===== config.mk =====
export PLATFORM = sky130hd
export DESIGN_NAME = midi_note_pulse_trigger
export DESIGN_NICKNAME = d
export VERILOG_FILES = /design/src/hw/rtl/mnpt_pkg.sv /design/src/hw/rtl/mnpt_chan_unit.sv /design/src/hw/rtl/midi_note_pulse_trigger.sv
export VERILOG_INCLUDE_DIRS = /design/src /design/src/hw/rtl
export SDC_FILE = /design/constraint.sdc
export NUM_CORES = 1
export LEC_CHECK = 0
export ABC_AREA = 1
export BUFFER_PORTS_ARGS = -buffer_cell sky130_fd_sc_hd__clkbuf_2
export CORE_MARGIN = 3
export CORE_UTILIZATION = 55
export CTS_CLUSTER_DIAMETER = 40
export DETAILED_ROUTE_END_ITERATION = 16
export HOLD_SLACK_MARGIN = 0.08
export PLACE_DENSITY = 0.72
export REMOVE_ABC_BUFFERS = 1
export SETUP_SLACK_MARGIN = 0.2
export SYNTH_ARGS = -nofsm -noshare
export SYNTH_HDL_FRONTEND = slang
export SYNTH_SLANG_ARGS = --single-unit
export TNS_END_PERCENT = 50

===== constraint.sdc =====
create_clock -name clk -period 6.3 [get_ports clk]
set_input_delay 0.315 -clock clk [delete_from_list [all_inputs] [get_ports clk]]
set_output_delay 0.315 -clock clk [all_outputs]
set_load 0.02 [all_outputs]

===== src/hw/rtl/assert_macros.svh =====
// Assertion macros for the RTL files.
`ifndef ASSERT_MACROS_SVH
`define ASSERT_MACROS_SVH
`ifndef ASSERT_OFF
// Check a clocked property, held off while reset is low.
`define ASSERT_CLK(label, prop, msg) \
  label: assert property (@(posedge clk) disable iff (!rst_n) (prop)) else $error(msg);
// Check that a condition never holds at a clock edge.
`define ASSERT_NEVER(label, expr, msg) \
  label: assert property (@(posedge clk) disable iff (!rst_n) !(expr)) else $error(msg);
`else
`define ASSERT_CLK(label, prop, msg)
`define ASSERT_NEVER(label, expr, msg)
`endif
`endif


===== src/hw/rtl/mnpt_pkg.sv =====
// Types, constants and helper functions of the MIDI note pulse trigger.
package mnpt_pkg;

  localparam int unsigned CHANNELS = 6;
  localparam int unsigned IDX_W    = (CHANNELS > 1) ? $clog2(CHANNELS) : 1;
  localparam int unsigned NOTE_W   = 7;
  localparam int unsigned CNT_W    = 16;
  localparam int unsigned DRIVE_W  = 6;
  localparam int unsigned SLOT_W   = 3;

  localparam int unsigned BASE_W   = 12;
  localparam int unsigned STEP_W   = 8;
  localparam int unsigned HOLD_W   = 16;
  localparam int unsigned CFG_IX_W = 2;
  localparam int unsigned CFG_D_W  = 16;

  localparam logic [3:0]        PROG_CHANNEL    = 4'd15;
  localparam logic [NOTE_W-1:0] CTL_MODE        = 7'd119;
  localparam logic [NOTE_W-1:0] CTL_TABLE_FIRST = 7'd110;
  localparam logic [NOTE_W-1:0] MODE_WRITE      = 7'd1;
  localparam logic [NOTE_W-1:0] READ_ACK_VALUE  = 7'd1;

  localparam logic [BASE_W-1:0] BASE_RESET = 12'd10;
  localparam logic [STEP_W-1:0] STEP_RESET = 8'd1;
  localparam logic [HOLD_W-1:0] HOLD_RESET = 16'd100;

  // Input item kinds
  typedef enum logic [1:0] {
    CMD_NOTE_ON = 2'd0,
    CMD_CTL     = 2'd1,
    CMD_TICK    = 2'd2,
    CMD_NONE    = 2'd3
  } cmd_t;

  // Register indexes of the configuration port
  typedef enum logic [CFG_IX_W-1:0] {
    REG_PULSE_BASE = 2'd0,
    REG_PULSE_STEP = 2'd1,
    REG_LED_HOLD   = 2'd2,
    REG_UNUSED     = 2'd3
  } cfg_reg_t;

  // Operation of the shared channel unit for one step
  typedef enum logic [1:0] {
    OP_NOTE   = 2'd0,
    OP_TICK   = 2'd1,
    OP_TWRITE = 2'd2,
    OP_TREAD  = 2'd3
  } op_kind_t;

  // What the result beats of an item look like
  typedef enum logic [1:0] {
    RES_PLAIN = 2'd0,
    RES_SAVE  = 2'd1,
    RES_READ  = 2'd2,
    RES_RSVD  = 2'd3
  } res_kind_t;

  typedef enum logic [3:0] {
    S_IDLE   = 4'b0001,
    S_SCAN   = 4'b0010,
    S_EMIT_A = 4'b0100,
    S_EMIT_B = 4'b1000
  } state_t;

  // Command from the sequencer to the channel unit
  typedef struct packed {
    logic              step;
    op_kind_t          kind;
    logic [IDX_W-1:0]  idx;
    logic [NOTE_W-1:0] key;
    logic [CNT_W-1:0]  load;
  } chan_op_t;

  // Status back from the channel unit
  typedef struct packed {
    logic              hit;
    logic [NOTE_W-1:0] note;
  } chan_stat_t;

  function automatic logic [NOTE_W-1:0] default_note(input int unsigned i);
    logic [NOTE_W-1:0] n;
    unique case (i)
      0:       n = 7'd60;
      1:       n = 7'd62;
      2:       n = 7'd64;
      3:       n = 7'd67;
      4:       n = 7'd69;
      5:       n = 7'd72;
      default: n = '0;
    endcase
    return n;
  endfunction

endpackage


===== src/hw/rtl/mnpt_chan_unit.sv =====
// Note table, pulse counters and drive levels, one channel handled per step.
module mnpt_chan_unit
  import mnpt_pkg::*;
(
  input  logic                clk,
  input  logic                rst_n,
  input  chan_op_t            op,
  output chan_stat_t          stat,
  output logic [CHANNELS-1:0] drive
);

  logic [NOTE_W-1:0]   tbl_r [CHANNELS];
  logic [CNT_W-1:0]    cnt_r [CHANNELS];
  logic [CHANNELS-1:0] drive_r;

  logic [NOTE_W-1:0] note_rd;
  logic [CNT_W-1:0]  cnt_rd;

  // Shared compare and decrement work on the addressed channel only
  assign note_rd   = tbl_r[op.idx];
  assign cnt_rd    = cnt_r[op.idx];
  assign stat.hit  = (note_rd == op.key);
  assign stat.note = note_rd;
  assign drive     = drive_r;

  always_ff @(posedge clk) begin
    if (!rst_n) begin
      for (int unsigned i = 0; i < CHANNELS; i++) begin
        tbl_r[i] <= default_note(i);
        cnt_r[i] <= '0;
      end
      drive_r <= '0;
    end else if (op.step) begin
      unique case (op.kind)
        OP_NOTE: begin
          if (stat.hit) begin
            cnt_r[op.idx]   <= op.load;
            drive_r[op.idx] <= 1'b1;
          end
        end
        OP_TICK: begin
          if (cnt_rd != '0) begin
            cnt_r[op.idx] <= cnt_rd - CNT_W'(1);
            if (cnt_rd == CNT_W'(1)) begin
              drive_r[op.idx] <= 1'b0;
            end
          end
        end
        OP_TWRITE: begin
          tbl_r[op.idx] <= op.key;
        end
        OP_TREAD: begin
        end
        default: begin
        end
      endcase
    end
  end

endmodule


===== src/hw/rtl/midi_note_pulse_trigger.sv =====
// Top level of the MIDI note pulse trigger: sequencer, LED, mode and output register.
//
// Usage
//   Input channel (in_*): one beat per MIDI event or tick. in_cmd 0 is a note-on,
//   1 a control change, 2 a tick; 3 changes nothing and still gives one beat.
//   Result channel (out_*): one beat per input beat, two for a note table read
//   (control change on channel 15, controllers 110..115, mode other than 1).
//   out_last marks the final beat of an input. Every beat shows the drive and LED
//   levels as they stand after that input.
//   Configuration port (cfg_*): write pulse_base, pulse_step and led_hold while
//   the block is idle; writes take effect at once, indexes past the list are dropped.
// Timing
//   A single shared compare/decrement unit walks the channels one per cycle.
//   Tick: all CHANNELS are scanned. Note-on with a nonzero amount: entries are
//   scanned up to the first match (all CHANNELS when none matches). Table access:
//   a single step on the addressed entry. Other items: no scan. The output register
//   is then loaded; a table read loads its second beat before the return to idle.
// Reset and stall
//   Reset restores the default note table and register values and clears all
//   counters, drive and LED levels, out_valid and the mode. On a receiver stall,
//   the output register holds its beat; the next input is taken, its first beat waits.
module midi_note_pulse_trigger
  import mnpt_pkg::*;
(
  input  logic                clk,
  input  logic                rst_n,

  input  logic                in_valid,
  output logic                in_ready,
  input  logic [1:0]          in_cmd,
  input  logic [3:0]          in_midi_channel,
  input  logic [NOTE_W-1:0]   in_number,
  input  logic [NOTE_W-1:0]   in_amount,

  output logic                out_valid,
  input  logic                out_ready,
  output logic [DRIVE_W-1:0]  out_drive,
  output logic                out_led,
  output logic                out_reply_valid,
  output logic [NOTE_W-1:0]   out_reply_controller,
  output logic [NOTE_W-1:0]   out_reply_value,
  output logic                out_save_valid,
  output logic [SLOT_W-1:0]   out_save_slot,
  output logic [NOTE_W-1:0]   out_save_value,
  output logic                out_last,

  input  logic                cfg_we,
  input  logic [CFG_IX_W-1:0] cfg_index,
  input  logic [CFG_D_W-1:0]  cfg_wdata
);

  `include "assert_macros.svh"

  // Configuration registers
  logic [BASE_W-1:0] base_r;
  logic [STEP_W-1:0] step_r;
  logic [HOLD_W-1:0] hold_r;

  // Sequencer and item context
  state_t            state_r, state_nxt;
  op_kind_t          op_r, op_nxt;
  res_kind_t         res_r, res_nxt;
  logic [IDX_W-1:0]  idx_r, idx_nxt;
  logic [NOTE_W-1:0] num_r;
  logic [NOTE_W-1:0] key_r;
  logic [CNT_W-1:0]  load_r;
  logic [NOTE_W-1:0] rval_r;

  // LED and programming mode
  logic [HOLD_W-1:0] led_cnt_r, led_cnt_nxt;
  logic              led_r, led_nxt;
  logic [NOTE_W-1:0] mode_r, mode_nxt;

  // Output register
  logic              out_valid_r, out_valid_nxt;
  logic [DRIVE_W-1:0] o_drive_r;
  logic              o_led_r;
  logic              o_rv_r;
  logic [NOTE_W-1:0] o_rc_r;
  logic [NOTE_W-1:0] o_rval_r;
  logic              o_sv_r;
  logic [SLOT_W-1:0] o_slot_r;
  logic [NOTE_W-1:0] o_sval_r;
  logic              o_last_r;

  logic              in_fire;
  logic              out_free;
  logic              beat_load;
  logic              beat_b;
  logic              scan_end;
  logic [NOTE_W-1:0] num_off;
  logic              in_tbl;
  logic [CNT_W-1:0]  pulse_len;
  chan_op_t          cop;
  chan_stat_t        cstat;
  logic [CHANNELS-1:0] drive;

  assign in_ready = (state_r == S_IDLE);
  assign in_fire  = in_valid && in_ready;
  assign out_free = !out_valid_r || out_ready;

  // Pulse length: one narrow multiply and add, registered at accept
  assign pulse_len = CNT_W'(base_r) + CNT_W'(step_r * in_amount);

  // Table controllers sit at 110 .. 110+CHANNELS-1
  assign num_off = in_number - CTL_TABLE_FIRST;
  assign in_tbl  = (in_number >= CTL_TABLE_FIRST) && (num_off < NOTE_W'(CHANNELS));

  assign cop.step = (state_r == S_SCAN);
  assign cop.kind = op_r;
  assign cop.idx  = idx_r;
  assign cop.key  = key_r;
  assign cop.load = load_r;

  mnpt_chan_unit u_chan (
    .clk   (clk),
    .rst_n (rst_n),
    .op    (cop),
    .stat  (cstat),
    .drive (drive)
  );

  // Stop the walk on the last channel, on the first note match, or after a table step
  always_comb begin
    scan_end = (idx_r == IDX_W'(CHANNELS - 1));
    if (op_r == OP_TWRITE || op_r == OP_TREAD) begin
      scan_end = 1'b1;
    end else if (op_r == OP_NOTE && cstat.hit) begin
      scan_end = 1'b1;
    end
  end

  // Sequencer, LED and mode: item decode happens on the accept edge
  always_comb begin
    state_nxt   = state_r;
    op_nxt      = op_r;
    res_nxt     = res_r;
    idx_nxt     = idx_r;
    led_cnt_nxt = led_cnt_r;
    led_nxt     = led_r;
    mode_nxt    = mode_r;
    beat_load   = 1'b0;
    beat_b      = 1'b0;
    unique case (state_r)
      S_IDLE: begin
        if (in_fire) begin
          state_nxt = S_EMIT_A;
          res_nxt   = RES_PLAIN;
          idx_nxt   = '0;
          unique case (cmd_t'(in_cmd))
            CMD_NOTE_ON: begin
              led_cnt_nxt = hold_r;
              led_nxt     = 1'b1;
              if (in_amount != '0) begin
                op_nxt    = OP_NOTE;
                state_nxt = S_SCAN;
              end
            end
            CMD_CTL: begin
              led_cnt_nxt = hold_r;
              led_nxt     = 1'b1;
              if (in_midi_channel == PROG_CHANNEL) begin
                if (in_number == CTL_MODE) begin
                  mode_nxt = in_amount;
                end else if (in_tbl) begin
                  idx_nxt   = num_off[IDX_W-1:0];
                  state_nxt = S_SCAN;
                  mode_nxt  = '0;
                  if (mode_r == MODE_WRITE) begin
                    op_nxt  = OP_TWRITE;
                    res_nxt = RES_SAVE;
                  end else begin
                    op_nxt  = OP_TREAD;
                    res_nxt = RES_READ;
                  end
                end
              end
            end
            CMD_TICK: begin
              op_nxt    = OP_TICK;
              state_nxt = S_SCAN;
              if (led_cnt_r != '0) begin
                led_cnt_nxt = led_cnt_r - HOLD_W'(1);
                if (led_cnt_r == HOLD_W'(1)) begin
                  led_nxt = 1'b0;
                end
              end
            end
            CMD_NONE: begin
            end
            default: begin
            end
          endcase
        end
      end
      S_SCAN: begin
        if (scan_end) begin
          state_nxt = S_EMIT_A;
        end else begin
          idx_nxt = idx_r + IDX_W'(1);
        end
      end
      S_EMIT_A: begin
        if (out_free) begin
          beat_load = 1'b1;
          state_nxt = (res_r == RES_READ) ? S_EMIT_B : S_IDLE;
        end
      end
      S_EMIT_B: begin
        if (out_free) begin
          beat_load = 1'b1;
          beat_b    = 1'b1;
          state_nxt = S_IDLE;
        end
      end
      default: begin
        state_nxt = S_IDLE;
      end
    endcase
  end

  always_comb begin
    out_valid_nxt = out_valid_r;
    if (beat_load) begin
      out_valid_nxt = 1'b1;
    end else if (out_ready) begin
      out_valid_nxt = 1'b0;
    end
  end

  // Control state
  always_ff @(posedge clk) begin
    if (!rst_n) begin
      state_r     <= S_IDLE;
      op_r        <= OP_NOTE;
      res_r       <= RES_PLAIN;
      idx_r       <= '0;
      led_cnt_r   <= '0;
      led_r       <= 1'b0;
      mode_r      <= '0;
      out_valid_r <= 1'b0;
      base_r      <= BASE_RESET;
      step_r      <= STEP_RESET;
      hold_r      <= HOLD_RESET;
    end else begin
      state_r     <= state_nxt;
      op_r        <= op_nxt;
      res_r       <= res_nxt;
      idx_r       <= idx_nxt;
      led_cnt_r   <= led_cnt_nxt;
      led_r       <= led_nxt;
      mode_r      <= mode_nxt;
      out_valid_r <= out_valid_nxt;
      if (cfg_we) begin
        unique case (cfg_reg_t'(cfg_index))
          REG_PULSE_BASE: base_r <= cfg_wdata[BASE_W-1:0];
          REG_PULSE_STEP: step_r <= cfg_wdata[STEP_W-1:0];
          REG_LED_HOLD:   hold_r <= cfg_wdata[HOLD_W-1:0];
          REG_UNUSED: begin
          end
          default: begin
          end
        endcase
      end
    end
  end

  // Item payload: latch on accept, capture the table read-back in its step
  always_ff @(posedge clk) begin
    if (in_fire) begin
      num_r  <= in_number;
      key_r  <= (cmd_t'(in_cmd) == CMD_NOTE_ON) ? in_number : in_amount;
      load_r <= pulse_len;
    end
    if (state_r == S_SCAN && op_r == OP_TREAD) begin
      rval_r <= cstat.note;
    end
  end

  // Output beat: snapshot of the levels plus reply or save fields
  always_ff @(posedge clk) begin
    if (beat_load) begin
      o_drive_r <= DRIVE_W'(drive);
      o_led_r   <= led_r;
      o_rv_r    <= 1'b0;
      o_rc_r    <= '0;
      o_rval_r  <= '0;
      o_sv_r    <= 1'b0;
      o_slot_r  <= '0;
      o_sval_r  <= '0;
      o_last_r  <= 1'b1;
      if (beat_b) begin
        o_rv_r   <= 1'b1;
        o_rc_r   <= num_r;
        o_rval_r <= rval_r;
      end else begin
        unique case (res_r)
          RES_SAVE: begin
            o_sv_r   <= 1'b1;
            o_slot_r <= SLOT_W'(idx_r);
            o_sval_r <= key_r;
          end
          RES_READ: begin
            o_rv_r   <= 1'b1;
            o_rc_r   <= CTL_MODE;
            o_rval_r <= READ_ACK_VALUE;
            o_last_r <= 1'b0;
          end
          RES_PLAIN: begin
          end
          default: begin
          end
        endcase
      end
    end
  end

  assign out_valid            = out_valid_r;
  assign out_drive            = o_drive_r;
  assign out_led              = o_led_r;
  assign out_reply_valid      = o_rv_r;
  assign out_reply_controller = o_rc_r;
  assign out_reply_value      = o_rval_r;
  assign out_save_valid       = o_sv_r;
  assign out_save_slot        = o_slot_r;
  assign out_save_value       = o_sval_r;
  assign out_last             = o_last_r;

  // An accepted item keeps the block busy in the following cycle
  `ASSERT_CLK(a_busy_after_accept, in_fire |=> !in_ready, "input taken twice in a row")
  // The first reply beat of a table read is followed straight by the second
  `ASSERT_CLK(a_read_pair, (out_valid && out_ready && !out_last) |=> out_valid,
              "second reply beat missing")
  // A beat never carries a reply and a save request together
  `ASSERT_NEVER(a_reply_save, out_valid && out_reply_valid && out_save_valid,
                "reply and save in one beat")
  // While the channel unit is stepped, the channel index stays in range
  `ASSERT_NEVER(a_scan_idx, cop.step && (idx_r > IDX_W'(CHANNELS - 1)),
                "channel index out of range")

endmodule

* Word level (Yosys, flattened, before mapping) *
Memories as Yosys holds them, arrays and structs flattened. A register that Yosys moved wholly into a read port is not among the register bits.
Cells that the tools add are included.

storage, ports and cells
  bits in registers = 149
  RAM bits = 138
  input port bits = 43
  word-level logic and storage cells = 201
  memories kept = 2

memory list
  name          words  bits a word  rd ports  clocked after Yosys merged registers in  write ports  line                  text
  u_chan.cnt_r  6      16           1         1                                        6            mnpt_chan_unit.sv:13  logic [CNT_W-1:0] cnt_r [CHANNELS];
  u_chan.tbl_r  6      7            1         1                                        6            mnpt_chan_unit.sv:12  logic [NOTE_W-1:0] tbl_r [CHANNELS];

operators by class
  add/sub/neg operators = 5
  $mul = 1
  $lt $le $gt $ge = 4
  equality and inequality tests = 34
  muxes and demuxes = 89
  bitwise gates (word level) = 5
  reduce and logical (&&, ||, !) cells = 36

operators by type and width
  operator               count
  $mux 7                 13
  $mux 16                3
  $mux 3                 16
  $eq 16x1->1 const B    2
  $mux 1                 32
  $pmux 16 s2            1
  $reduce_bool 16->1     2
  $sub 16x1->16 const B  2
  $ne 2x2->1 const B     11
  $mux 4                 5
  $mux 2                 9
  $mux 6                 3
  $add 12x15->16         1
  $pmux 4 s4             1
  $reduce_or 16->1       1
  $mul 8x7->15           1
  $reduce_and 5->1       3
  $pmux 6 s2             1
  $eq 2x2->1 const B     5
  $reduce_bool 2->1      5
  $pmux 3 s3             1
  $eq 2x1->1 const B     4
  $eq 4x4->1 const B     2
  $reduce_and 2->1       4
  other kinds (34)       46

* Logic depth before layout (Yosys ltp) *
Gate-level depths: netlist of run 1.

  depth after elaboration = 11
  gate-level depth with buffers = 22

* Hierarchy *
Synthesis of run 1 repeated with hierarchy kept, for this count alone.

unflattened totals
  cell total of the unflattened synthesis = 2108
  area total of the unflattened synthesis = 18023.5 um^2

modules (own cells, without submodules)
  module                   times used  cells an instance  area an instance (um^2)  seq. area each (um^2)
  mnpt_chan_unit           1           1107               9623.0                   5645.4
  midi_note_pulse_trigger  1           1001               8400.6                   3573.4

* Least setup slack after synthesis of run 1 *
OpenSTA, ideal clock, no wires.

  kind = input-to-reg
  start = input port in_amount[1]
  end = register load_r[14], data pin
  setup time = 260 ps
  data arrival time = 3987 ps
  path slack = 2053 ps
  stages on the path = 18
  path buffers = 1
  cells stage by stage = clkbuf_1 > nand2_1 > fa_1 > inv_1 > fa_1 > fa_1 > inv_1 > fa_1 > inv_1 > ha_1 > nand2_1 > nor3_1 > nor2_1 > o21ai_0 > a21oi_1 > nor2_1 > nor2_1 > xor2_1

on the way
  cells in the longest elaborated chain, start to end = 2

ends and longest elaborated chain
  what                  line                            text
  from (decl)           midi_note_pulse_trigger.sv:33   input logic [NOTE_W-1:0] in_amount,
  $mul 8x7->15          midi_note_pulse_trigger.sv:103  assign pulse_len = CNT_W'(base_r) + CNT_W'(step_r * in_amount);
  $add 12x15->16        midi_note_pulse_trigger.sv:103
  via pulse_len[14]     midi_note_pulse_trigger.sv:93   logic [CNT_W-1:0] pulse_len;
  to (signal assigned)  midi_note_pulse_trigger.sv:273  load_r <= pulse_len;
  to (decl)             midi_note_pulse_trigger.sv:66   logic [CNT_W-1:0] load_r;

The timed path passes the listed nets, and every way through them passes these cells.
A chain may end at the register's enable or synchronous reset.

* Worst setup path in the final report of run 1 *
  start = register step_r[3]
  end = register load_r[14], data pin

on the way
  cells in the longest elaborated chain, start to end = 2

ends and longest elaborated chain
  what                    line                            text
  from (decl)             midi_note_pulse_trigger.sv:56   logic [STEP_W-1:0] step_r;
  from (signal assigned)  midi_note_pulse_trigger.sv:257  REG_PULSE_STEP: step_r <= cfg_wdata[STEP_W-1:0];
  $mul 8x7->15            midi_note_pulse_trigger.sv:103
  $add 12x15->16          midi_note_pulse_trigger.sv:103
  via pulse_len[14]       midi_note_pulse_trigger.sv:93

The timed path passes the listed nets, and every way through them passes these cells.

==> metrics.md, run 1 <==
| Metric | Value |
|---|---|
| Status | `finished, final reports clean` |
| Leakage | `9.090 nW` |
| Critical Path Stages | `16` |
| PortBufs | `78` |
| DRT iter0 DRCs | `1337` |
| Synth async-reset ratio | `0` |
| Longest Clk Path Bufs | `3` |
| Worst path cell trace | `nand2_1 -> fa_1 -> fa_1 -> fa_1 -> fa_1 -> inv_1 -> ha_1 -> nand3b_1 -> and2_1 -> nor3_1 -> nor2_1 -> o21ai_0 -> a21oi_1 -> nor2_1 -> nor2_1 -> xor2_1` |
| Register area share after synthesis | `0.5180` |
| Drt pass-1 iters | `6` |
| Post-DRT Antenna Nets | `0` |
| # rows | `65` |
| Die area | `34770 sq um` |
| Largest net degree at the start of global routing | `88` |
| Syn Inst Count | `2068` |
| GRT Residual Overflow | `0` |
| DP Area | `18530 sq um` |
| Crit-path leading delay family | `adder cells` |
| Via density | `5.277` |
| Finished Layout Cells | `2620` |
| Initial antenna violation count | `0` |
| Min-delay worst type | `in -> reg` |
| Critical path class | `reg -> reg` |
| Drt drc | `0` |
| CP max stage delay | `0.51 ns` |
| Die H | `186.5 microns` |
| Worst-margin pin slew | `1.146 ns` |
| Crit share post-route | `0.7269` |
| # setup viols final | `0` |
| Syn Area/Cell | `8.662 sq um` |
| Buf+Inv Stages, Crit Path | `1` |
| Peak VDD IR | `250.1 uV` |
| Number of global-route vias before repair | `13.38k` |
| Slew Limit Headroom | `0.2298` |
| Clock Latency Late Sink | `0.55 ns` |
| FF+latch count, synth | `336` |
| DR WL/cell | `16.76 microns` |
| Total number of vias | `13.83k` |
| Max Fclk | `0.2184 GHz` |
| Placed Cells incl. Taps | `2517` |
| CTS Sinks | `336` |
| Nets@finish | `2285` |
| CORE AREA | `31800 sq um` |
| CP max stage cell | `fa_1` |
| Synth cell types | `47` |
| Clk slew on worst S/H paths | `0.06 ns` |
| Setup TNS | `0 ns` |
| Critical Path AT | `4.88 ns` |
| Clock H-tree levels | `2` |
| First-pass GRT wire length | `70590 microns` |
| Ports | `79` |
| RSZ-0062 raised after global routing | `false` |
| Number of synthesized flops with an enable pin | `255` |
| Worst R2R Path Depth | `16` |
| Post-DP HPWL | `29910 microns` |
| Horiz. Die Dim | `186.5 microns` |
| Num CTS Buffers | `44` |
| Primary FF master, synth | `edfxtp_1` |
| Startpoint Class | `flip-flop` |
| Min cycle time layout | `4.580 ns` |
| Starting Density | `0.5633` |
| Clock Skews | `0.02003 ns` |
| N_diodes | `0` |
| Max Fanout on Critical Path | `8` |
| CTS tree | `yes` |
| Synth warn | `0` |
| Critical path endpoint category | `flip-flop` |
| Syn-to-layout area delta | `12.97%` |
| # Max-Cap Violations | `0` |
| Pwr per Cell Area | `309.9 nW/um^2` |
| Hold Path Stages | `3` |
| GRT Util Overall | `0.2517` |
| CP Data Required Time | `6.60 ns` |
| Fraction of layout cells with a size suffix above 1 | `0.09703` |
| Gpl congestion | `0.9592` |
| Final Util | `0.6364` |
| Hold Fails Final Rpt | `0` |
| Cell Area, Synth | `17910 sq um` |
| Post-route cell area | `20240 sq um` |
| Wirelength, routed | `43920 microns` |
| Final Max Tran Viols | `0` |
| CP dominant cell by count | `fa_1` |
| Root buf cell | `clkbuf_16` |
## state kept, by name, summed over array words and instances (netlist names), 3 cells and up, named ones only
register and cells:
out_save_slot 3, state_r 4, u_chan.cnt_r 128, num_r 7
hold_r 16, out_save_value 7, load_r 16, out_drive 6
mode_r 7, led_cnt_r 16, base_r 12, idx_r 3
out_reply_value 7, key_r 7, rval_r 7, out_reply_controller 7
step_r 8, u_chan.tbl_r 56
## area by class of cell
type	instances	area, sq um
Clock buffer	51	1170
Clock inverter	30	319.1
Fill cell	2633	11560
Inverter	325	1222
Multi-Input combinational cell	1325	6954
Sequential cell	336	9280
Tap cell	435	544.3
Timing Repair Buffer	118	745.7
## worst min-delay path, delay by kind of cell
kind | cells | cell delay, ns
buffers and inverters | 1 | 0.13
AND/OR/NAND/NOR | 1 | 0.08
AO/OA/AOI/OAI | 1 | 0.09
## cells in the mapped netlist (4+ instances only)
master | number | area (sq um)
o31ai_1 | 4 | 30.03
nand3_4 | 10 | 175.2
xnor2_1 | 8 | 70.07
o211ai_1 | 8 | 60.06
fa_1 | 41 | 820.8
nand4_1 | 17 | 106.4
ha_1 | 51 | 638.1
a211oi_1 | 4 | 30.03
nand2_2 | 9 | 56.30
dfxtp_1 | 81 | 1622
inv_1 | 302 | 1134
buf_4 | 8 | 60.06
nand3b_1 | 4 | 30.03
clkinv_1 | 7 | 26.28
nand2_1 | 521 | 1956
xor2_1 | 15 | 131.4
nor2_1 | 317 | 1190
buf_1 | 4 | 15.01
nand3_1 | 96 | 480.5
a21oi_1 | 55 | 275.3
nor3_1 | 23 | 115.1
o21ai_1 | 26 | 130.1
buf_2 | 13 | 65.06
buf_6 | 13 | 146.4
nor4_1 | 5 | 31.28
o21ai_0 | 90 | 450.4
edfxtp_1 | 255 | 7657
clkbuf_1 | 43 | 161.4
inv_2 | 15 | 56.30
## report_power, final
part | total [W] | leakage [nW] | switching [W] | internal (W)
sequential | 0.00268 | 3.05 | 0.0000935 | 0.00259
clock | 0.00251 | 0.721 | 0.000985 | 0.00152
combinational | 0.00109 | 5.32 | 0.000759 | 0.000328
total | 0.00627 | 9.09 | 0.00184 | 0.00443
## logic make-up (layout without fill, tap and decap cells)
logic type	Yosys count	count (layout)	share of synthesized area
adder cells (fa/ha/maj)	92	92	0.08145
AO/OA/AOI/OAI	196	196	0.05847
AND/OR/NAND/NOR	1014	1014	0.2364
flip-flops	336	336	0.5180
XOR/XNOR	23	23	0.01125
buffers and inverters	407	524	0.09437
## worst paths after layout
kind | end | start | slack [ns]
setup / recovery | load_r[14] | step_r[3] | 1.72
setup reg to reg | load_r[14] | step_r[3] | 1.72
hold reg to reg | out_led | led_r | 0.44
hold / removal | step_r[4] | cfg_wdata[4] | 0.10
## through the flow
step	setup WS [ns]	hold slack, ns	power, W
final	1.720	0.1035	0.006271
after global routing	1.414	0.1325	0.006556
after CTS	1.793	0.08228	0.006296
after detailed placement	1.631	0.4283	0.003790
after global placement	1.788	0.4150	0.003761
after floorplan	1.077	0.3991	0.003451
## layer usage
layer / up-vias / track usage / routed length [microns]
li1: 6741 / - / -
met1: 6504 / 0.3370 / 18280
met2: 494 / 0.4273 / 21310
met3: 87 / 0.03363 / 2976
met4: 0 / 0.08462 / 1351
met5: - / 0 / 0
## cells in the final DEF, fill, tap and decap left out, drive strengths merged, types with 24 or more instances in the layout
cell type    n
ha          51
inv        324
edfxtp     255
clkinv      24
nand2      531
dfxtp       81
nor2       320
a21oi       55
nor3        24
o21ai      116
clkbuf     129
nand3      107
fa          41
## what timing repair did
| action | 4_1_cts | 5_1_grt |
|---|---|---|
| gates resized for setup | 0 | 0 |
| setup buffers | 0 | 0 |
| endpoints found under the hold margin | 29 | 0 |
| hold buffers | 22 | 0 |
Power figures use the tool's default switching activity.
==> run 2, diff against run 1 <==
--- a/config.mk
+++ b/config.mk
@@ -13,7 +13,7 @@
 export CTS_CLUSTER_DIAMETER = 40
 export DETAILED_ROUTE_END_ITERATION = 16
 export HOLD_SLACK_MARGIN = 0.08
-export PLACE_DENSITY = 0.72
+export PLACE_DENSITY = 0.75
 export REMOVE_ABC_BUFFERS = 1
 export SETUP_SLACK_MARGIN = 0.2
 export SYNTH_ARGS = -nofsm -noshare
==> constraint.sdc (replaced) <==
create_clock -name clk -period 3.9 [get_ports clk]
set_input_delay 0.195 -clock clk [delete_from_list [all_inputs] [get_ports clk]]
set_output_delay 0.195 -clock clk [all_outputs]
set_load 0.02 [all_outputs]
==> run 2 against run 1 <==
The flow now finishes with violations (setup timing). Clock-buffer cell count grew 2. Die area is the same. Worst setup slack lost 1.8 ns. Clock skew shrank 0.0015 ns. Final area grew 3.2%. Wire length grew 3.3%. Worst hold slack lost 0.0065 ns. Critical path depth grew 3. Via count grew 3.8%. Global-route usage grew 0.15 points. Sequential power grew 62%. Largest cell class unchanged.
==> metrics.md, run 2 (synthesis results as in run 1) <==
| Metric | Value |
|---|---|
| DP Area | `18900 sq um (+2.0%)` |
| Ports | `79 (unchanged)` |
| Logic gate share of total power | `0.197 (+0.024)` |
| Die area | `34770 sq um (unchanged)` |
| # rows | `65 (unchanged)` |
| Clock H-tree levels | `2 (unchanged)` |
| Drt drc | `0 (unchanged)` |
| DRT iter0 DRCs | `1333 (-0.30%)` |
| Peak VDD IR | `342.6 uV (+37%)` |
| Post-route cell area | `20890 sq um (+3.2%)` |
| Register area | `9296 sq um (+0.18%)` |
| Post-DP HPWL | `30260 microns (+1.2%)` |
| Gpl congestion | `0.9298 (-3.1%)` |
| Post-DRT Antenna Nets | `0 (unchanged)` |
| Power Total | `0.01025 W (+63%)` |
| Min-delay worst type | `in -> reg` |
| Max Fclk | `0.2502 GHz (+15%)` |
| Num CTS Buffers | `44 (unchanged)` |
| Hold Crit Start | `out_ready` |
| Critical path class | `reg -> reg` |
| GRT Util Overall | `0.2532 (+0.001507)` |
| RSZ-0062 raised after global routing | `true` |
| Clock Skews | `0.01856 ns (-0.001477 ns)` |
| Final Max Tran Viols | `0 (unchanged)` |
| Min cycle time layout | `3.997 ns (-0.5829 ns)` |
| CORE AREA | `31800 sq um (unchanged)` |
| Startpoint Class | `flip-flop` |
| P_sw | `0.003067 W (+67%)` |
| # Max-Cap Violations | `0 (unchanged)` |
| GRT Residual Overflow | `0 (unchanged)` |
| CP Data Required Time | `4.18 ns (-2.42 ns)` |
| # setup viols final | `4 (+4)` |
| Largest Register | `u_chan.cnt_r` |
| Final Util | `0.6569 (+0.02054)` |
| Clock Latency Late Sink | `0.55 ns (about the same)` |
| Die H | `186.5 microns (unchanged)` |
| Capturing point of the worst reg2reg path | `load_r[14]` |
| Switch share | `0.2993 (+0.006206)` |
| P_int | `0.007180 W (+62%)` |
| CTS Sinks | `336 (unchanged)` |
| Leakage | `9.392 nW (+3.3%)` |
| Clock group share of total power | `0.380 (-0.019)` |
| Crit share post-route | `1.025 (+0.2979)` |
| Filler Cell Count | `2464 (-6.4%)` |
| Fraction of layout cells with a size suffix above 1 | `0.1415 (+0.04449)` |
| Global routing's busiest layer | `met2` |
| Grt met3 use | `0.03194 (-0.001691)` |
| Longest Clk Path Bufs | `3 (unchanged)` |
| CTS tree | `yes` |
| Commonest non-fill, non-tap cells in the layout | `nand2_1 (513), nor2_1 (316), inv_1 (288)` |
| Clk slew on worst S/H paths | `0.06 ns (about the same)` |
| Nets@finish | `2342 (+2.5%)` |
| Number of global-route vias before repair | `13.99k (+4.5%)` |
| Max reg flops | `128 (unchanged)` |
| Slew Limit Headroom | `0.2635 (+0.03375)` |
| Horiz. Die Dim | `186.5 microns (unchanged)` |
| Hold Fails Final Rpt | `0 (unchanged)` |
| Min-Delay Endpoint | `out_valid` |
| Multi-input gate area | `7143 sq um (+2.7%)` |
| Hold Path Stages | `4 (+1)` |
| Largest net degree at the start of global routing | `98 (+11%)` |
| Total number of vias | `14.36k (+3.8%)` |
| Wirelength, routed | `45380 microns (+3.3%)` |
| Starting Density | `0.5633 (unchanged)` |
| Reg-to-reg slack, setup | `-0.1 ns (-1.82 ns)` |
| Critical Path AT | `4.28 ns (-0.60 ns)` |
| Status | `finished, violations left` |
| PortBufs | `78 (unchanged)` |
| Part of the power in registers | `0.422 (-0.005)` |
| M1 GR Usage | `0.3218 (-0.01526)` |
| Met2 Use GR | `0.4428 (+0.01547)` |
| Worst-margin pin slew | `1.096 ns (-0.05023 ns)` |
| Critical path endpoint category | `flip-flop` |
| Syn-to-layout area delta | `16.62%` |
| Setup slack after layout | `-0.09686 ns (-1.817 ns)` |
| First-pass GRT wire length | `71510 microns (+1.3%)` |
| Most common cell after layout, fill and taps aside | `nand2_1` |
| Pwr per Cell Area | `490.5 nW/um^2 (+58%)` |
| Drt pass-1 iters | `6 (unchanged)` |
| Via density | `5.366 (+1.7%)` |
| DR WL/cell | `16.96 microns (+1.2%)` |
| Initial antenna violation count | `0 (unchanged)` |
| Setup TNS | `-0.2728 ns (-0.2728 ns)` |
| N_diodes | `0 (unchanged)` |
| Reg2reg start | `step_r[3]` |
| Failing checks | `setup timing` |
| Top flop regs | `u_chan.cnt_r: 128 flops, u_chan.tbl_r: 56 flops` |
| Worst hold margin | `0.09698 ns (-0.006485 ns)` |
| Max Fanout on Critical Path | `4 (-4)` |
| Root buf cell | `clkbuf_16` |
| Worst R2R Path Depth | `19 (+3)` |
run 2: changes by cell type in the layout (fill, tap and decap cells not counted), moves of 8 or more:
cell     previous run  this run
buf_4              18        62
inv_1             302       288
inv_2              15        29
nand2_1           521       513
run 2: cell type report:
class	instances	share of cell area
clock inverters	26	0.01156
multi-input cells	1325	0.3420
well taps	435	0.02606
repair inverters	1	0.0004193
flip-flops and latches	336	0.4450
clock buffers	53	0.05630
inverters	325	0.05900
repair buffers	174	0.05966
run 2: per-layer routing:
| metal | up-vias | share of wire |
|---|---|---|
| met2 | 611 | 0.50 |
| met4 | 0 | 0.037 |
| met5 | - | 0 |
| met1 | 6761 | 0.39 |
| met3 | 110 | 0.072 |
| li1 | 6873 | - |
run 2: critical path, cell delays in order, from the launching register on:
cell,delay [ns]
dfxtp_2,0.37
buf_6,0.11
nand2_2,0.05
fa_1,0.49
inv_2,0.05
ha_4,0.25
inv_2,0.03
fa_1,0.49
fa_1,0.54
inv_2,0.05
ha_4,0.27
nand3b_1,0.08
and2_4,0.18
nor3_4,0.17
nor2_2,0.06
o21ai_2,0.16
a21oi_2,0.07
nor2_1,0.09
nor2_1,0.06
xor2_1,0.16
run 2: what timing repair did:
action	in CTS	in global routing
setup buffers	2	3
hold buffers	25	0
pin swaps	19	26
resized for setup	29	42
endpoints found under the setup margin	9	164
cloned	0	2
endpoints found under the hold margin	46	0
run 2: metrics by stage:
stage / cells / worst slack, ns
4_1_cts: 2670 / -0.1015
3_5_place_dp: 2564 / -0.3154
5_1_grt: 2675 / -0.2638
6_report: 2675 / -0.09686
2_1_floorplan: 1986 / -1.323
3_3_place_gp: 2564 / -0.2131
run 2: power by group through the flow:
stage	Clock (W)	Combinational [W]	Sequential (W)
5_1_grt	0.00408	0.00224	0.00435
6_report	0.00390	0.00202	0.00433
2_1_floorplan	0	0.00116	0.00442
4_1_cts	0.00393	0.00191	0.00432
3_3_place_gp	0	0.00177	0.00438
3_5_place_dp	0	0.00181	0.00439
run 2: worst max-delay path by stage:
stage	startpoint	endpoint	slack, ns	cells past startpoint
after floorplan	flip-flop	u_chan.cnt_r[6][0]	-1.32	16
after global placement	in_amount[1]	load_r[14]	-0.21	20
after detailed placement	in_amount[1]	load_r[14]	-0.32	18
after CTS	step_r[3]	load_r[14]	-0.10	19
after global routing	step_r[4]	load_r[13]	-0.26	21
final	step_r[3]	load_r[14]	-0.1	19
==> run 3, diff against run 2 <==
--- a/config.mk
+++ b/config.mk
@@ -8,13 +8,13 @@
 export LEC_CHECK = 0
 export ABC_AREA = 1
 export BUFFER_PORTS_ARGS = -buffer_cell sky130_fd_sc_hd__clkbuf_2
+export CORE_ASPECT_RATIO = 0.9
 export CORE_MARGIN = 3
 export CORE_UTILIZATION = 55
 export CTS_CLUSTER_DIAMETER = 40
 export DETAILED_ROUTE_END_ITERATION = 16
 export HOLD_SLACK_MARGIN = 0.08
 export PLACE_DENSITY = 0.75
-export REMOVE_ABC_BUFFERS = 1
 export SETUP_SLACK_MARGIN = 0.2
 export SYNTH_ARGS = -nofsm -noshare
 export SYNTH_HDL_FRONTEND = slang
==> run 3 against run 2 <==
The run still ends with setup timing left. Worst hold slack better by 0.030 ns. Total power is 1.3% higher. Global-route usage grew 1.3 points. First-iteration DRC count is 14% higher. Combinational power barely moved. Sequential share of layout area increased by 0.079 points. Critical path depth increased by 1. Critical endpoint is now load_r[13]. Sequential power about the same. Largest power group unchanged. Highest routed layer unchanged. Register-to-register slack got worse by 0.03 ns. Via count is essentially flat. Wire length is 1.4% higher. Utilization shrank 0.62 points.
==> metrics.md, run 3 (synthesis results as in run 1) <==
| Metric | Value |
|---|---|
| P_sw | `0.003009 W (-1.9%)` |
| Multi-input gate area | `7157 sq um (+0.19%)` |
| Longest Clk Path Bufs | `3 (unchanged)` |
| Power Total | `0.01038 W (+1.3%)` |
| Post-DP HPWL | `31470 microns (+4.0%)` |
| Clock Latency Late Sink | `0.55 ns (about the same)` |
| Net Count, Synth | `2203` |
| Slew Limit Headroom | `0.4248 (+0.1612)` |
| Final Max Tran Viols | `0 (unchanged)` |
| Ports | `79 (unchanged)` |
| Root buf cell | `clkbuf_16` |
| Die H | `177.2 microns (-5.0%)` |
| First-pass GRT wire length | `73590 microns (+2.9%)` |
| Min cycle time layout | `4.024 ns (+0.02748 ns)` |
| # Max-Cap Violations | `0 (unchanged)` |
| CORE AREA | `32040 sq um (+0.75%)` |
| Wirelength, routed | `46040 microns (+1.4%)` |
| Setup slack after layout | `-0.1243 ns (-0.02748 ns)` |
| Status | `finished, violations left` |
| Drt pass-1 iters | `6 (unchanged)` |
| Max Fanout on Critical Path | `5 (+1)` |
| Critical Path AT | `4.32 ns (+0.04 ns)` |
| Max Fclk | `0.2485 GHz (-0.68%)` |
| CP Data Required Time | `4.19 ns (about the same)` |
| Clk slew on worst S/H paths | `0.06 ns (about the same)` |
| Peak VDD IR | `384.5 uV (+12%)` |
| Placed Cells incl. Taps | `2547 (-0.66%)` |
| Total number of vias | `14.35k (-0.063%)` |
| # setup viols final | `6 (+2)` |
| CTS Sinks | `336 (unchanged)` |
| Horiz. Die Dim | `196.2 microns (+5.2%)` |
| Startpoint Class | `flip-flop` |
| Gpl congestion | `0.9621 (+3.5%)` |
| Part of the power in registers | `0.416 (-0.006)` |
| Switch share | `0.2899 (-0.009446)` |
| Num CTS Buffers | `42 (-4.5%)` |
| Initial antenna violation count | `0 (unchanged)` |
| Starting Density | `0.5591 (-0.004202)` |
| Top flop regs | `u_chan.cnt_r: 128 flops, u_chan.tbl_r: 56 flops` |
| Most common cell after layout, fill and taps aside | `nand2_1` |
| CTS tree | `yes` |
| Post-DRT Antenna Nets | `0 (unchanged)` |
| GRT Util Overall | `0.2664 (+0.01316)` |
| Clock group share of total power | `0.389 (+0.009)` |
| P_int | `0.007373 W (+2.7%)` |
| # rows | `62 (-4.6%)` |
| Die area | `34770 sq um (about the same)` |
| Largest net degree at the start of global routing | `65 (-34%)` |
| Register area | `9294 sq um (about the same)` |
| Filler Cell Count | `2554 (+3.7%)` |
| Syn-to-layout area delta | `16.38%` |
| DRT iter0 DRCs | `1520 (+14%)` |
| RSZ-0062 raised after global routing | `true` |
| Met2 wire length | `22910 microns (+0.58%)` |
| Fraction of layout cells with a size suffix above 1 | `0.1369 (-0.004666)` |
| PortBufs | `78 (unchanged)` |
| Logic gate share of total power | `0.195 (-0.002)` |
| Crit share post-route | `1.032 (+0.007046)` |
| Commonest non-fill, non-tap cells in the layout | `nand2_1 (511), nor2_1 (316), inv_1 (295)` |
| Hold Fails Final Rpt | `0 (unchanged)` |
| Clock Skews | `0.02295 ns (+0.004398 ns)` |
| GRT Residual Overflow | `0 (unchanged)` |
| Critical path endpoint category | `flip-flop` |
| Max reg flops | `128 (unchanged)` |
| Number of global-route vias before repair | `14.19k (+1.4%)` |
| DR WL/cell | `17.36 microns (+2.3%)` |
| Clock H-tree levels | `2 (unchanged)` |
| Top sig layer | `met4` |
| Setup TNS | `-0.3244 ns (-0.05157 ns)` |
| Nets@finish | `2339 (-0.13%)` |
| Via density | `5.410 (+0.80%)` |
| Largest Register | `u_chan.cnt_r` |
| Failing checks | `setup timing` |
| Drt drc | `0 (unchanged)` |
| Routed wl met3 | `3439 microns (+4.8%)` |
| N_diodes | `0 (unchanged)` |
| Met1 wire length | `18060 microns (+2.4%)` |
| Min-delay worst type | `in -> reg` |
| Leakage | `9.394 nW (about the same)` |
| Final Util | `0.6507 (-0.006228)` |
| Critical path class | `reg -> reg` |
| Pwr per Cell Area | `498.1 nW/um^2 (+1.5%)` |
| Finished Layout Cells | `2652 (-0.86%)` |
| Worst-margin pin slew | `0.8597 ns (-0.2366 ns)` |
## run 3: cell types whose count changed in the layout (fill, tap and decap cells not counted), moves of 4 or more
| cell | before | now |
|---|---|---|
| inv_2 | 29 | 22 |
| buf_6 | 6 | 0 |
| buf_4 | 62 | 69 |
| bufinv_16 | 2 | 6 |
| inv_1 | 288 | 295 |
| inv_6 | 10 | 3 |
## run 3: per-layer routing
| layer | vias up | GRT usage |
|---|---|---|
| li1 | 6859 | - |
| met2 | 584 | 0.4613 |
| met1 | 6786 | 0.3418 |
| met5 | - | 0 |
| met3 | 117 | 0.03997 |
| met4 | 0 | 0.1004 |
## run 3: worst paths after layout
check / cells past startpoint / end / startpoint / slack, ns
setup / recovery: 20 / load_r[13] / step_r[5] / -0.12
hold / removal: 5 / base_r[3] / cfg_index[1] / 0.13
setup reg to reg: 20 / load_r[13] / step_r[5] / -0.12
hold reg to reg: 0 / out_led / led_r / 0.44
## run 3: timing repair
action	4_1_cts	5_1_grt
pin swaps	21	7
gates resized for setup	30	15
setup buffers	3	0
hold endpoints to repair	46	0
hold buffers	26	0
endpoints found under the setup margin	10	9
## run 3: final cells by class
cell class,instances,area share
Timing Repair Buffer,174,0.05702
Clock inverter,22,0.01471
Clock buffer,54,0.05552
Sequential cell,336,0.4458
Inverter,325,0.05864
Multi-Input combinational cell,1325,0.3433
Tap cell,416,0.02497
## run 3: worst max-delay path, stage by stage, from the launching register on
cell and delay (ns):
dfxtp_4 0.35, nand2_2 0.06, inv_2 0.04, fa_1 0.55, inv_2 0.05, fa_1 0.51
inv_2 0.04, fa_1 0.49, inv_2 0.04, fa_1 0.48, inv_2 0.05, ha_4 0.26
a21oi_4 0.17, o21ai_2 0.09, nand2_1 0.12, nand2_2 0.07, nand2_2 0.09, nand2_2 0.07
nand3_2 0.07, nand2_2 0.05, xor2_1 0.13
## run 3: through the flow
stage,area [sq um],hold WS (ns),setup slack (ns)
floorplan,17990,0.2939,-0.1165
detailed placement,18930,0.4267,-0.3163
global placement,18930,0.4147,-0.1963
CTS,20810,0.09943,-0.03183
global route,20850,0.1422,-0.2855
finish,20850,0.1273,-0.1243
## run 3: power groups by stage
stage | clock [W] | sequential, W | combinational (W)
after floorplan | 0 | 0.00440 | 0.00126
after global placement | 0 | 0.00438 | 0.00182
after detailed placement | 0 | 0.00439 | 0.00187
after CTS | 0.00407 | 0.00432 | 0.00197
after global routing | 0.00425 | 0.00435 | 0.00226
final | 0.00404 | 0.00432 | 0.00202
